==> src/rtl/bdb_pkg.sv <==
// Package for the decimating BMP blit: screen geometry, register indexes and beat types.
// Every module and the checker of the block imports it. It depends on nothing else.
`default_nettype none

package bdb_pkg;

  // Screen geometry.
  localparam int SCREEN_WIDTH  = 800;
  localparam int SCREEN_HEIGHT = 480;

  localparam logic [12:0] SCR_W = 13'(SCREEN_WIDTH);
  localparam logic [12:0] SCR_H = 13'(SCREEN_HEIGHT);

  // Configuration port geometry.
  localparam int CFG_IDX_W  = 3;
  localparam int CFG_DATA_W = 13;

  // Output index width and the width of the row * width + column product.
  localparam int IDX_W  = 19;
  localparam int PROD_W = 25;

  // Decoupling queue between the front and back parts.
  localparam int FIFO_DEPTH = 4;
  localparam int FIFO_AW    = 2;
  localparam int FIFO_CW    = 3;

  // Register indexes.
  typedef enum logic [CFG_IDX_W-1:0] {
    REG_DEST_X   = 3'd0,
    REG_DEST_Y   = 3'd1,
    REG_WIDTH    = 3'd2,
    REG_HEIGHT   = 3'd3,
    REG_SCALE    = 3'd4
  } cfg_reg_t;

  // Input beat: one source pixel in file byte order.
  typedef struct packed {
    logic       frame_start;
    logic [7:0] blue;
    logic [7:0] green;
    logic [7:0] red;
  } in_beat_t;

  // Output beat: one framebuffer write.
  typedef struct packed {
    logic [IDX_W-1:0] write_index;
    logic [23:0]      pixel_rgb;
  } out_beat_t;

  // Derived geometry handed from the geometry unit to the front part.
  typedef struct packed {
    logic [11:0] ox;
    logic [11:0] oy;
    logic [11:0] oy_top;
    logic [11:0] cw;
    logic [11:0] ch;
    logic [11:0] absh;
    logic [11:0] w_m1;
    logic [3:0]  s_m1;
    logic        w_ok;
    logic        flip;
  } geom_t;

  // Queue entry: screen row and column of a kept pixel plus its colour.
  typedef struct packed {
    logic [11:0] row_abs;
    logic [11:0] col_abs;
    logic [23:0] rgb;
  } fifo_item_t;

endpackage

`default_nettype wire

==> src/rtl/bmp_decimating_blit.sv <==
// Top level of the decimating BMP blit: geometry unit, front, queue and back.
// Depends on bdb_pkg, bdb_geom, bdb_front, bdb_fifo and bdb_back.
//
//   Channel | Direction | Handshake               | Payload
//   in_     | input     | in_valid / in_ready     | in_data (frame_start, blue, green, red)
//   out_    | output    | out_valid / out_ready   | out_data (write_index, pixel_rgb)
//   cfg_    | input     | cfg_valid / cfg_ready   | cfg_index, cfg_data
//
// One pixel beat is taken per cycle while in_ready is high.
// A kept pixel is written into the queue and then into the output register.
// After reset and after every register write, the geometry unit runs one load, twelve
// divide steps and one clip with in_ready low; cfg_ready stays high. The four-entry queue
// lets the front keep taking beats while the output stalls; in_ready drops only when the
// queue is full or the geometry is being derived. Reset is synchronous and active low.
`default_nettype none

module bmp_decimating_blit (
  input  logic                           clk,
  input  logic                           rst_n,
  input  logic                           in_valid,
  output logic                           in_ready,
  input  bdb_pkg::in_beat_t              in_data,
  output logic                           out_valid,
  input  logic                           out_ready,
  output bdb_pkg::out_beat_t             out_data,
  input  logic                           cfg_valid,
  output logic                           cfg_ready,
  input  logic [bdb_pkg::CFG_IDX_W-1:0]  cfg_index,
  input  logic [bdb_pkg::CFG_DATA_W-1:0] cfg_data
);
  import bdb_pkg::*;

  geom_t      geom;
  logic       geom_ready;
  logic       q_full, q_push, q_pop, q_not_empty;
  fifo_item_t q_in, q_out;

  // Registers and derived geometry.
  bdb_geom u_geom (
    .clk        (clk),
    .rst_n      (rst_n),
    .cfg_valid  (cfg_valid),
    .cfg_ready  (cfg_ready),
    .cfg_index  (cfg_index),
    .cfg_data   (cfg_data),
    .geom       (geom),
    .geom_ready (geom_ready)
  );

  // Source counters and keep decision.
  bdb_front u_front (
    .clk        (clk),
    .rst_n      (rst_n),
    .in_valid   (in_valid),
    .in_ready   (in_ready),
    .in_data    (in_data),
    .geom       (geom),
    .geom_ready (geom_ready),
    .q_full     (q_full),
    .q_push     (q_push),
    .q_item     (q_in)
  );

  // Decoupling queue.
  bdb_fifo u_fifo (
    .clk       (clk),
    .rst_n     (rst_n),
    .push      (q_push),
    .push_item (q_in),
    .full      (q_full),
    .pop       (q_pop),
    .not_empty (q_not_empty),
    .pop_item  (q_out)
  );

  // Index computation and output register.
  bdb_back u_back (
    .clk         (clk),
    .rst_n       (rst_n),
    .q_not_empty (q_not_empty),
    .q_item      (q_out),
    .q_pop       (q_pop),
    .out_valid   (out_valid),
    .out_ready   (out_ready),
    .out_data    (out_data)
  );

endmodule

`default_nettype wire

==> src/rtl/bdb_geom.sv <==
// Configuration registers and the geometry unit of the decimating blit.
// Depends on bdb_pkg. Divides width and height by the scale with a restoring divider.
`default_nettype none

module bdb_geom (
  input  logic                          clk,
  input  logic                          rst_n,
  input  logic                          cfg_valid,
  output logic                          cfg_ready,
  input  logic [bdb_pkg::CFG_IDX_W-1:0] cfg_index,
  input  logic [bdb_pkg::CFG_DATA_W-1:0] cfg_data,
  output bdb_pkg::geom_t                geom,
  output logic                          geom_ready
);
  import bdb_pkg::*;

  typedef enum logic [3:0] {
    G_LOAD = 4'b0001,
    G_DIV  = 4'b0010,
    G_CLIP = 4'b0100,
    G_DONE = 4'b1000
  } geom_state_t;

  geom_state_t state_r, state_nxt;
  logic [3:0]  step_r, step_nxt;

  logic [12:0] dest_x_r, dest_y_r, height_r;
  logic [11:0] width_r;
  logic [4:0]  scale_r;

  // Divider datapath: dividend shifts out while quotient shifts in.
  logic [11:0] nw_r, nw_nxt, nh_r, nh_nxt;
  logic [4:0]  rw_r, rw_nxt, rh_r, rh_nxt;
  logic [4:0]  div_r, div_nxt;
  geom_t       geom_r, geom_nxt;

  logic [4:0]  s_eff;
  logic [12:0] mag;
  logic [11:0] absh_c;
  logic [16:0] stp_w, stp_h;
  logic [12:0] sum_w, sum_h;

  // One restoring step: returns {remainder, shifted dividend with quotient bit}.
  function automatic logic [16:0] div_step(logic [11:0] n, logic [4:0] r, logic [4:0] d);
    logic [5:0] r2;
    logic [5:0] diff;
    r2   = {r, n[11]};
    diff = r2 - {1'b0, d};
    if (r2 >= {1'b0, d}) begin
      div_step = {diff[4:0], n[10:0], 1'b1};
    end else begin
      div_step = {r2[4:0], n[10:0], 1'b0};
    end
  endfunction

  // Clamp a signed origin into 0..limit-1.
  function automatic logic [11:0] clamp_org(logic [12:0] v, logic [12:0] lim);
    logic [12:0] top;
    top = lim - 13'd1;
    if (v[12]) begin
      clamp_org = 12'd0;
    end else if (v >= lim) begin
      clamp_org = top[11:0];
    end else begin
      clamp_org = v[11:0];
    end
  endfunction

  assign cfg_ready  = 1'b1;
  assign geom       = geom_r;
  assign geom_ready = (state_r == G_DONE);

  // Register writes.
  always_ff @(posedge clk) begin
    if (!rst_n) begin
      dest_x_r <= '0;
      dest_y_r <= '0;
      width_r  <= '0;
      height_r <= '0;
      scale_r  <= 5'd1;
    end else if (cfg_valid && cfg_ready) begin
      case (cfg_index)
        REG_DEST_X: dest_x_r <= cfg_data[12:0];
        REG_DEST_Y: dest_y_r <= cfg_data[12:0];
        REG_WIDTH:  width_r  <= cfg_data[11:0];
        REG_HEIGHT: height_r <= cfg_data[12:0];
        REG_SCALE:  scale_r  <= cfg_data[4:0];
        default:    ;
      endcase
    end
  end

  // Scale clamped to 1..16, height magnitude clamped to 4095.
  always_comb begin
    if (scale_r == 5'd0) begin
      s_eff = 5'd1;
    end else if (scale_r > 5'd16) begin
      s_eff = 5'd16;
    end else begin
      s_eff = scale_r;
    end
    mag    = height_r[12] ? (~height_r + 13'd1) : height_r;
    absh_c = mag[12] ? 12'hFFF : mag[11:0];
    stp_w  = div_step(nw_r, rw_r, div_r);
    stp_h  = div_step(nh_r, rh_r, div_r);
    sum_w  = {1'b0, geom_r.ox} + {1'b0, nw_r};
    sum_h  = {1'b0, geom_r.oy} + {1'b0, nh_r};
  end

  // Sequencer: load, twelve divide steps, clip, then hold the result.
  always_comb begin
    state_nxt = state_r;
    step_nxt  = step_r;
    nw_nxt    = nw_r;
    nh_nxt    = nh_r;
    rw_nxt    = rw_r;
    rh_nxt    = rh_r;
    div_nxt   = div_r;
    geom_nxt  = geom_r;
    case (state_r)
      G_LOAD: begin
        nw_nxt        = width_r;
        nh_nxt        = absh_c;
        rw_nxt        = '0;
        rh_nxt        = '0;
        div_nxt       = s_eff;
        step_nxt      = '0;
        geom_nxt.ox   = clamp_org(dest_x_r, SCR_W);
        geom_nxt.oy   = clamp_org(dest_y_r, SCR_H);
        geom_nxt.absh = absh_c;
        geom_nxt.w_m1 = width_r - 12'd1;
        geom_nxt.s_m1 = 4'(s_eff - 5'd1);
        geom_nxt.w_ok = (width_r != 12'd0) && (width_r[1:0] == 2'b00);
        geom_nxt.flip = !height_r[12] && (height_r != 13'd0);
        state_nxt     = G_DIV;
      end
      G_DIV: begin
        {rw_nxt, nw_nxt} = stp_w;
        {rh_nxt, nh_nxt} = stp_h;
        step_nxt         = step_r + 4'd1;
        if (step_r == 4'd11) begin
          state_nxt = G_CLIP;
        end
      end
      G_CLIP: begin
        geom_nxt.cw     = (sum_w > SCR_W) ? 12'(SCR_W - {1'b0, geom_r.ox}) : nw_r;
        geom_nxt.ch     = (sum_h > SCR_H) ? 12'(SCR_H - {1'b0, geom_r.oy}) : nh_r;
        // Last screen row of the clipped image, the base of the vertical flip.
        geom_nxt.oy_top = (sum_h > SCR_H) ? 12'(SCR_H - 13'd1) : 12'(sum_h - 13'd1);
        state_nxt       = G_DONE;
      end
      G_DONE: ;
      default: state_nxt = G_LOAD;
    endcase
    // Any register write restarts the derivation.
    if (cfg_valid && cfg_ready) begin
      state_nxt = G_LOAD;
    end
  end

  // Control state.
  always_ff @(posedge clk) begin
    if (!rst_n) begin
      state_r <= G_LOAD;
      step_r  <= '0;
    end else begin
      state_r <= state_nxt;
      step_r  <= step_nxt;
    end
  end

  // Datapath registers.
  always_ff @(posedge clk) begin
    nw_r   <= nw_nxt;
    nh_r   <= nh_nxt;
    rw_r   <= rw_nxt;
    rh_r   <= rh_nxt;
    div_r  <= div_nxt;
    geom_r <= geom_nxt;
  end

endmodule

`default_nettype wire

==> src/rtl/bdb_front.sv <==
// Front part of the decimating blit: source counters and the keep/clip decision.
// Depends on bdb_pkg. Pushes kept pixels with their screen row and column into the queue.
`default_nettype none

module bdb_front (
  input  logic                clk,
  input  logic                rst_n,
  input  logic                in_valid,
  output logic                in_ready,
  input  bdb_pkg::in_beat_t   in_data,
  input  bdb_pkg::geom_t      geom,
  input  logic                geom_ready,
  input  logic                q_full,
  output logic                q_push,
  output bdb_pkg::fifo_item_t q_item
);
  import bdb_pkg::*;

  logic [11:0] scol_r, scol_nxt, srow_r, srow_nxt, ocol_r, ocol_nxt, orow_r, orow_nxt;
  logic [3:0]  cph_r, cph_nxt, rph_r, rph_nxt;

  logic [11:0] scol, srow, ocol, orow;
  logic [3:0]  cph, rph;
  logic        accept, live, keep;

  assign in_ready = geom_ready && !q_full;
  assign accept   = in_valid && in_ready;

  // A frame start clears the counters before the pixel is judged.
  always_comb begin
    scol = in_data.frame_start ? 12'd0 : scol_r;
    srow = in_data.frame_start ? 12'd0 : srow_r;
    ocol = in_data.frame_start ? 12'd0 : ocol_r;
    orow = in_data.frame_start ? 12'd0 : orow_r;
    cph  = in_data.frame_start ? 4'd0  : cph_r;
    rph  = in_data.frame_start ? 4'd0  : rph_r;
    live = geom.w_ok && (srow < geom.absh);
    keep = live && (cph == 4'd0) && (rph == 4'd0) && (ocol < geom.cw) && (orow < geom.ch);
  end

  // Kept pixel: screen row, flipped for bottom-up images, and screen column.
  always_comb begin
    q_push         = accept && keep;
    q_item.row_abs = geom.flip ? (geom.oy_top - orow) : (geom.oy + orow);
    q_item.col_abs = geom.ox + ocol;
    q_item.rgb     = {in_data.red, in_data.green, in_data.blue};
  end

  // Counter advance for a pixel inside the image.
  always_comb begin
    scol_nxt = scol;
    srow_nxt = srow;
    ocol_nxt = ocol;
    orow_nxt = orow;
    cph_nxt  = cph;
    rph_nxt  = rph;
    if (live) begin
      if (scol >= geom.w_m1) begin
        scol_nxt = '0;
        cph_nxt  = '0;
        ocol_nxt = '0;
        srow_nxt = srow + 12'd1;
        if (rph >= geom.s_m1) begin
          rph_nxt  = '0;
          orow_nxt = orow + 12'd1;
        end else begin
          rph_nxt  = rph + 4'd1;
        end
      end else begin
        scol_nxt = scol + 12'd1;
        if (cph >= geom.s_m1) begin
          cph_nxt  = '0;
          ocol_nxt = ocol + 12'd1;
        end else begin
          cph_nxt  = cph + 4'd1;
        end
      end
    end
  end

  always_ff @(posedge clk) begin
    if (!rst_n) begin
      scol_r <= '0;
      srow_r <= '0;
      ocol_r <= '0;
      orow_r <= '0;
      cph_r  <= '0;
      rph_r  <= '0;
    end else if (accept) begin
      scol_r <= scol_nxt;
      srow_r <= srow_nxt;
      ocol_r <= ocol_nxt;
      orow_r <= orow_nxt;
      cph_r  <= cph_nxt;
      rph_r  <= rph_nxt;
    end
  end

endmodule

`default_nettype wire

==> src/rtl/bdb_fifo.sv <==
// Short queue that decouples the front and back parts of the decimating blit.
// Depends on bdb_pkg for the entry type and depth.
`default_nettype none

module bdb_fifo (
  input  logic                clk,
  input  logic                rst_n,
  input  logic                push,
  input  bdb_pkg::fifo_item_t push_item,
  output logic                full,
  input  logic                pop,
  output logic                not_empty,
  output bdb_pkg::fifo_item_t pop_item
);
  import bdb_pkg::*;

  fifo_item_t           mem_r [FIFO_DEPTH];
  logic [FIFO_AW-1:0]   wr_ptr_r, rd_ptr_r;
  logic [FIFO_CW-1:0]   count_r;

  assign full      = (count_r == FIFO_CW'(FIFO_DEPTH));
  assign not_empty = (count_r != '0);
  assign pop_item  = mem_r[rd_ptr_r];

  // Entry storage.
  always_ff @(posedge clk) begin
    if (push) begin
      mem_r[wr_ptr_r] <= push_item;
    end
  end

  // Pointers and fill count.
  always_ff @(posedge clk) begin
    if (!rst_n) begin
      wr_ptr_r <= '0;
      rd_ptr_r <= '0;
      count_r  <= '0;
    end else begin
      if (push) begin
        wr_ptr_r <= wr_ptr_r + FIFO_AW'(1);
      end
      if (pop) begin
        rd_ptr_r <= rd_ptr_r + FIFO_AW'(1);
      end
      case ({push, pop})
        2'b10:   count_r <= count_r + FIFO_CW'(1);
        2'b01:   count_r <= count_r - FIFO_CW'(1);
        default: ;
      endcase
    end
  end

endmodule

`default_nettype wire

==> src/rtl/bdb_back.sv <==
// Back part of the decimating blit: framebuffer index and the output register.
// Depends on bdb_pkg. Computes row times screen width plus column on each pop.
`default_nettype none

module bdb_back (
  input  logic                clk,
  input  logic                rst_n,
  input  logic                q_not_empty,
  input  bdb_pkg::fifo_item_t q_item,
  output logic                q_pop,
  output logic                out_valid,
  input  logic                out_ready,
  output bdb_pkg::out_beat_t  out_data
);
  import bdb_pkg::*;

  localparam logic [PROD_W-1:0] SW_P = PROD_W'(SCREEN_WIDTH);

  logic               out_valid_r;
  out_beat_t          out_data_r, out_data_nxt;
  logic [PROD_W-1:0]  prod;

  assign q_pop     = q_not_empty && (!out_valid_r || out_ready);
  assign out_valid = out_valid_r;
  assign out_data  = out_data_r;

  // Constant multiply and add; the index is kept to its low bits.
  always_comb begin
    prod                     = PROD_W'(q_item.row_abs) * SW_P + PROD_W'(q_item.col_abs);
    out_data_nxt.write_index = prod[IDX_W-1:0];
    out_data_nxt.pixel_rgb   = q_item.rgb;
  end

  always_ff @(posedge clk) begin
    if (!rst_n) begin
      out_valid_r <= 1'b0;
    end else if (q_pop) begin
      out_valid_r <= 1'b1;
    end else if (out_ready) begin
      out_valid_r <= 1'b0;
    end
  end

  always_ff @(posedge clk) begin
    if (q_pop) begin
      out_data_r <= out_data_nxt;
    end
  end

endmodule

`default_nettype wire

==> config.mk <==
export PLATFORM = sky130hd
export DESIGN_NAME = bmp_decimating_blit
export DESIGN_NICKNAME = d
export VERILOG_FILES = /design/src/rtl/bdb_pkg.sv /design/src/rtl/bmp_decimating_blit.sv /design/src/rtl/bdb_geom.sv /design/src/rtl/bdb_front.sv /design/src/rtl/bdb_fifo.sv /design/src/rtl/bdb_back.sv
export SDC_FILE = /design/constraint.sdc
export NUM_CORES = 1
export LEC_CHECK = 0
export BUFFER_PORTS_ARGS = -buffer_cell sky130_fd_sc_hd__buf_2
export CAP_MARGIN = 20
export CORE_ASPECT_RATIO = 1.2
export CORE_MARGIN = 2
export CORE_UTILIZATION = 65
export DETAILED_ROUTE_END_ITERATION = 8
export PLACE_DENSITY = 0.83
export SYNTH_ARGS = -nofsm -noshare
export SYNTH_HDL_FRONTEND = slang
export SYNTH_SLANG_ARGS = --single-unit
==> constraint.sdc <==
create_clock -name clk -period 15.5 [get_ports clk]
set_clock_uncertainty 0.1 [all_clocks]
set_input_delay 1.55 -clock clk [delete_from_list [all_inputs] [get_ports clk]]
set_output_delay 1.55 -clock clk [all_outputs]
set_load 0.02 [all_outputs]
# Word-level counts from Yosys, hierarchy flattened
# Memory sizes are Yosys's and may differ from the RTL's. A register that Yosys moved wholly into a read port is not among the register bits.
# Cells that the tools add are included.
# classes
n_reduce_logical	35
n_eq_ne	13
n_shift	0
bitwise	3
mux	47
addsub	25
div_mod_pow	0
magnitude_cmp	13
n_mul	1
# ops
op	n
$mux W12	18
$add A12 B1 Y12 const B	4
$pmux W12 S2	2
$lt A12 B12 Y1	3
$mux W4	9
$mux W17	2
$add A12 B12 Y13	2
$add A12 B12 Y12	2
$sub A12 B1 Y12 const B	2
$pmux W5 S2	2
$add A19 B12 Y19	1
$pmux W4 S4	1
$mul A12 B5 Y14 const B	1
$add A13 B1 Y13 const B	1
$ge A13 B10 Y1 const B	1
$ge A13 B9 Y1 const B	1
$gt A13 B10 Y1 const B	1
$gt A13 B9 Y1 const B	1
$mux W13	1
$not A13 Y13	1
$reduce_bool A13 Y1	1
$add A4 B1 Y4 const B	3
$ge A12 B12 Y1	1
$ge A6 B5 Y1	2
40 further kinds	74
# totals
n_memories	1
latch_bits	0
in_bits	46
out_inout_bits	46
mem_bits_rw	192
register_bits	300
rom_bits	0
# mem_list
memory	depth	width	rd	rd_ports_with_merged_regs	wr	line_no	source
u_fifo.mem_r	4	48	1	1	1	bdb_fifo.sv:17	fifo_item_t mem_r [FIFO_DEPTH];

# Longest topological paths before layout
# depth
depth_word	10
depth_mapped	20
mapped_depth_nobuf	15

# Hierarchy
# Synthesis repeated with hierarchy kept, for this count alone.
# unflattened
hier_cells	2382
hier_area_um2	26700.6
# modules_own_cells
mod	cells_each	area_per_inst_um2	instances
bdb_geom	959	9868.2	1
bdb_fifo	292	7360.8	1
bdb_front	921	6767.7	1
bdb_back	210	2703.8	1

# Worst setup path after synthesis
# No wires, ideal clock.
# synth_path
kind	register to register
start	reg u_geom.state_r[0]
end	reg u_geom.nh_r[0], enable pin
synth_period_minus_slack_ns	9.096
stages_incl_launch_ff	4
setup_slack_ns	6.404
arrival_ns	8.605
setup_time_ns	0.391
cell_sequence	dfxtp_1 nor4b_1 nor2_1 inv_1
# synth_between
elab_chain_cells	2
word_cells_on_any_way	3
cone_classes	2 x eq/ne; 1 x reduce/logical
# synth_rtl
element	line_no	source
start: declaration	bdb_geom.sv:24	geom_state_t state_r, state_nxt;
start signal: assignment	bdb_geom.sv:167	state_r <= state_nxt;
$eq A4 B1 Y1 / $eq A4 B2 Y1 (equally long branches)	bdb_geom.sv:120	case (state_r)
$reduce_bool A2 Y1 (no source line) (*)	--	
end signal: assignment	bdb_geom.sv:175	nh_r <= nh_nxt;
end: declaration	bdb_geom.sv:32	logic [11:0] nw_r, nw_nxt, nh_r, nh_nxt;
# Every way passes the cells marked *; elsewhere a longest branch is shown, timed or not.
# A chain may end at the register's enable or synchronous reset.

# Worst setup path in the final report
# layout_path
start	in in_data[24] (netlist bit)
end	reg u_fifo.count_r[2]
# layout_between
elab_chain_cells	10
word_cells_on_any_way	20
cone_classes	3 x order compare; 2 x eq/ne; 6 x mux; 9 x reduce/logical
# layout_rtl
element	line_no	source
start: declaration	bmp_decimating_blit.sv:22	input bdb_pkg::in_beat_t in_data,
$mux W12	bdb_front.sv:32	srow = in_data.frame_start ? 12'd0 : srow_r;
$lt A12 B12 Y1	bdb_front.sv:37	live = geom.w_ok && (srow < geom.absh);
$logic_and A1 B1 Y1	bdb_front.sv:37	
$logic_and A1 B1 Y1 (3 in series)	bdb_front.sv:38	keep = live && (cph == 4'd0) && (rph == 4'd0) && (ocol < geom.cw) && (orow < geom.ch);
$logic_and A1 B1 Y1 (*)	bdb_front.sv:38	
$logic_and A1 B1 Y1 (*)	bdb_front.sv:43	q_push = accept && keep;
$eq A2 B1 Y1 / $eq A2 B2 Y1 (equally long branches)	bdb_fifo.sv:45	case ({push, pop})
$pmux W3 S2 / $reduce_bool A2 Y1 (equally long branches)	--	
end signal: assignment	bdb_fifo.sv:46	2'b10: count_r <= count_r + FIFO_CW'(1);
end signal: assignment	bdb_fifo.sv:47	2'b01: count_r <= count_r - FIFO_CW'(1);
end: declaration	bdb_fifo.sv:19	logic [FIFO_CW-1:0] count_r;
# Marks and branches as above.

==> flow_summary.json <==
{
  "syn_inst": 2272,
  "cap_violations": 0,
  "synth_seq_cells": 494,
  "cp_max_fo": 78,
  "start_util": 0.660,
  "crit_chain": "buf_2 -> buf_4 -> nor2b_1 -> ha_1 -> nor4bb_1 -> o21ai_1 -> a21oi_1 -> nand4bb_1 -> nor3_1 -> and4_1 -> inv_1 -> ha_1 -> fa_1 -> xnor2_1 -> or3_1 -> a21oi_1",
  "layout_min_cycle_time_ns": 5.48,
  "ys_warn_count": 0,
  "cpPeakStageDelay_ns": 0.60,
  "viasPerCell": 6.15,
  "cts_resized": 0,
  "numClockSinks": 494,
  "pwr_density_cell_mw_per_mm2": 144,
  "hold_path_depth": 2,
  "grt_max_degree": 79,
  "fin_crit_sh": 0.353,
  "dr.pass1.iters": 6,
  "finalHoldWorstSlack_ns": 0.362,
  "path_clk_slew_ns": 0.06,
  "seq_area_frac_synth": 0.526,
  "reg2reg_depth": 14,
  "tightest_slew_ns": 1.03,
  "hold_viol_final": 0,
  "grt.total_usage": 0.289,
  "coreArea_mm2": 0.0389,
  "htree_levels": 2,
  "fp.dieArea_mm2": 0.0412,
  "placementRows": 79,
  "drtIter0Drc": 1558,
  "cpMaxStageDelayCell": "buf_4",
  "clock.fmax_mhz": 183,
  "path_class": "input pin to flip-flop",
  "clock_path_buffers": 3,
  "synth_area_mm2": 0.0257,
  "power_leakage_uw": 0.0111,
  "synth_cell_types": 97,
  "cts_tree": "yes",
  "diodes": 0,
  "tns_ns": 0,
  "antenna_found_initial": 2,
  "vdd_drop_max_v": 0.000132,
  "mostFrequentLayoutCells": "edfxtp_1, nand2_1, ha_1, nor2_1, inv_1",
  "status": "finished, final reports clean",
  "layout.nets": 2603,
  "synth_ff_type": "edfxtp_1",
  "die_w_um": 186,
  "synth-async-reset-ratio": 0,
  "grt_setup_unrepaired": "no",
  "port_buffers": 90,
  "critPathArrivalTime_ns": 5.88,
  "overflow": 0,
  "wl_per_cell_um": 20.0,
  "grt_pass1_wl_um": 93900,
  "cts_root_buffer": "clkbuf_16",
  "syn_to_final_growth_pct": 10.8,
  "dpl.hpwl_um": 40300,
  "drcViolationCount": 0,
  "insertion_delay_ns": 0.61,
  "gp_congestion": 0.879,
  "final_antenna_net_count": 0,
  "crit_required_ns": 15.90,
  "num_vias": 18000,
  "setup_viol": 0,
  "synth_edf_count": 364,
  "fin_util": 0.732,
  "wirelength_um": 58600,
  "startpoint_type": "input pin",
  "layout.cells.most_common": "edfxtp_1",
  "first_global_vias": 18200,
  "die_h_um": 222,
  "endpoint_kind": "flip-flop",
  "drive_above_1_share": 0.128,
  "hold_buffers": 0,
  "hp-class": "flip-flop to flip-flop",
  "io_pins": 92,
  "slew_headroom": 0.311,
  "maxSlewViolCount": 0,
  "syn_avg_cell_area_um2": 11.3,
  "cts_made_buffers": 50,
  "post_cts.repair.setup_buffers": 0,
  "finalNonFillerCells": 2933,
  "dp_cells": 2839
}
final timing paths:
check | end | start | slack [ns]
setup / recovery | u_fifo.count_r[2]$_SDFFE_PN0P_ | in_data[24] | 10.02
hold / removal | u_geom.dest_y_r[4]$_SDFFE_PN0P_ | u_geom.dest_y_r[4]$_SDFFE_PN0P_ | 0.36
setup reg to reg | u_back.out_data[42]$_DFFE_PP_ | flip-flop | 10.13
hold reg to reg | u_geom.dest_y_r[4]$_SDFFE_PN0P_ | u_geom.dest_y_r[4]$_SDFFE_PN0P_ | 0.36
sequential cells by signal, summed over array words and instances, names as in the netlist, 12 cells and up, named ones only:
signal,flops
u_front.scol_r,12
u_geom.nw_r,12
u_geom.geom,90
u_geom.nh_r,12
u_front.orow_r,12
u_geom.width_r,12
u_front.srow_r,12
u_back.out_data,43
u_geom.dest_x_r,13
u_front.ocol_r,12
u_fifo.mem_r,192
u_geom.height_r,13
u_geom.dest_y_r,13
per-layer routing:
metal / track usage / part of all wire / vias up
met2: 0.508 / 0.51 / 721
met5: 0 / 0.00038 / -
met3: 0.0412 / 0.059 / 174
li1: - / - / 8434
met4: 0.123 / 0.043 / 4
met1: 0.353 / 0.39 / 8705
critical path, delay by kind of cell:
kind | cells | cell delay [ns]
buffers and inverters | 3 | 0.77
and+or+nand+nor | 6 | 1.92
AOI/OAI and AO/OA | 3 | 0.42
adders and majority gates | 3 | 1.00
xor gates and xnor gates | 1 | 0.17
area by class of cell:
| cell class | count | area [um^2] |
|---|---|---|
| clock buffers | 60 | 1350 |
| repair buffers | 105 | 563 |
| flip-flops and latches | 494 | 13500 |
| inverters | 161 | 604 |
| multi-input cells | 1553 | 11300 |
| well taps | 526 | 658 |
| clock inverters | 34 | 433 |
| fillers | 2579 | 10500 |
cells in the mapped netlist (5+ instances only):
cell / n / area share
a211oi_1: 10 / 0.0029
a21oi_1: 147 / 0.029
fa_1: 16 / 0.012
and3_1: 22 / 0.0054
mux2_2: 16 / 0.0070
ha_1: 176 / 0.086
or4_1: 9 / 0.0026
mux2_4: 9 / 0.0053
o211ai_1: 9 / 0.0026
xnor2_1: 56 / 0.019
o32ai_1: 7 / 0.0024
o21a_1: 12 / 0.0035
nand2b_1: 29 / 0.0071
or3_1: 13 / 0.0032
inv_1: 160 / 0.023
nand4_1: 20 / 0.0049
xor2_1: 61 / 0.021
nor2_1: 166 / 0.024
nand2_1: 264 / 0.039
edfxtp_1: 364 / 0.43
nor4bb_1: 5 / 0.0019
o31ai_1: 6 / 0.0018
mux2i_1: 16 / 0.0062
a21o_1: 26 / 0.0076
a31oi_1: 16 / 0.0039
o21ai_0: 74 / 0.014
nor4_1: 16 / 0.0039
nand3_1: 59 / 0.011
and2_1: 19 / 0.0046
nor2b_1: 51 / 0.012
o21ai_1: 6 / 0.0012
mux4_2: 48 / 0.042
buf_1: 5 / 0.00073
or2_2: 7 / 0.0017
mux2_1: 7 / 0.0031
clkbuf_1: 56 / 0.0082
dfxtp_1: 130 / 0.10
nor3_1: 51 / 0.0099
power breakdown:
group	leakage [uW]	internal [uW]	switching, uW	total (uW)
sequential	0.00448	1600	79.9	1680
combinational	0.00580	465	683	1150
clock	0.000863	738	540	1280
cells by family after synthesis:
group                      share of synthesized area
DFF                                            0.526
buffers and inverters                         0.0342
adders and majority gates                     0.0981
other                                       0.000292
AOI/OAI and AO/OA                             0.0922
xor gates and xnor gates                      0.0399
muxes                                         0.0636
and+or+nand+nor                                0.145
per-stage QoR:
stage	worst slack (ns)	power (uW)	cell area [um^2]
after global routing	9.71	4310	28500
after floorplan	6.40	2540	25700
after global placement	9.80	2740	26700
after detailed placement	9.59	2810	26700
final	10.02	4100	28500
after CTS	10.08	4120	28500
(Power assumes the default switching activity.)
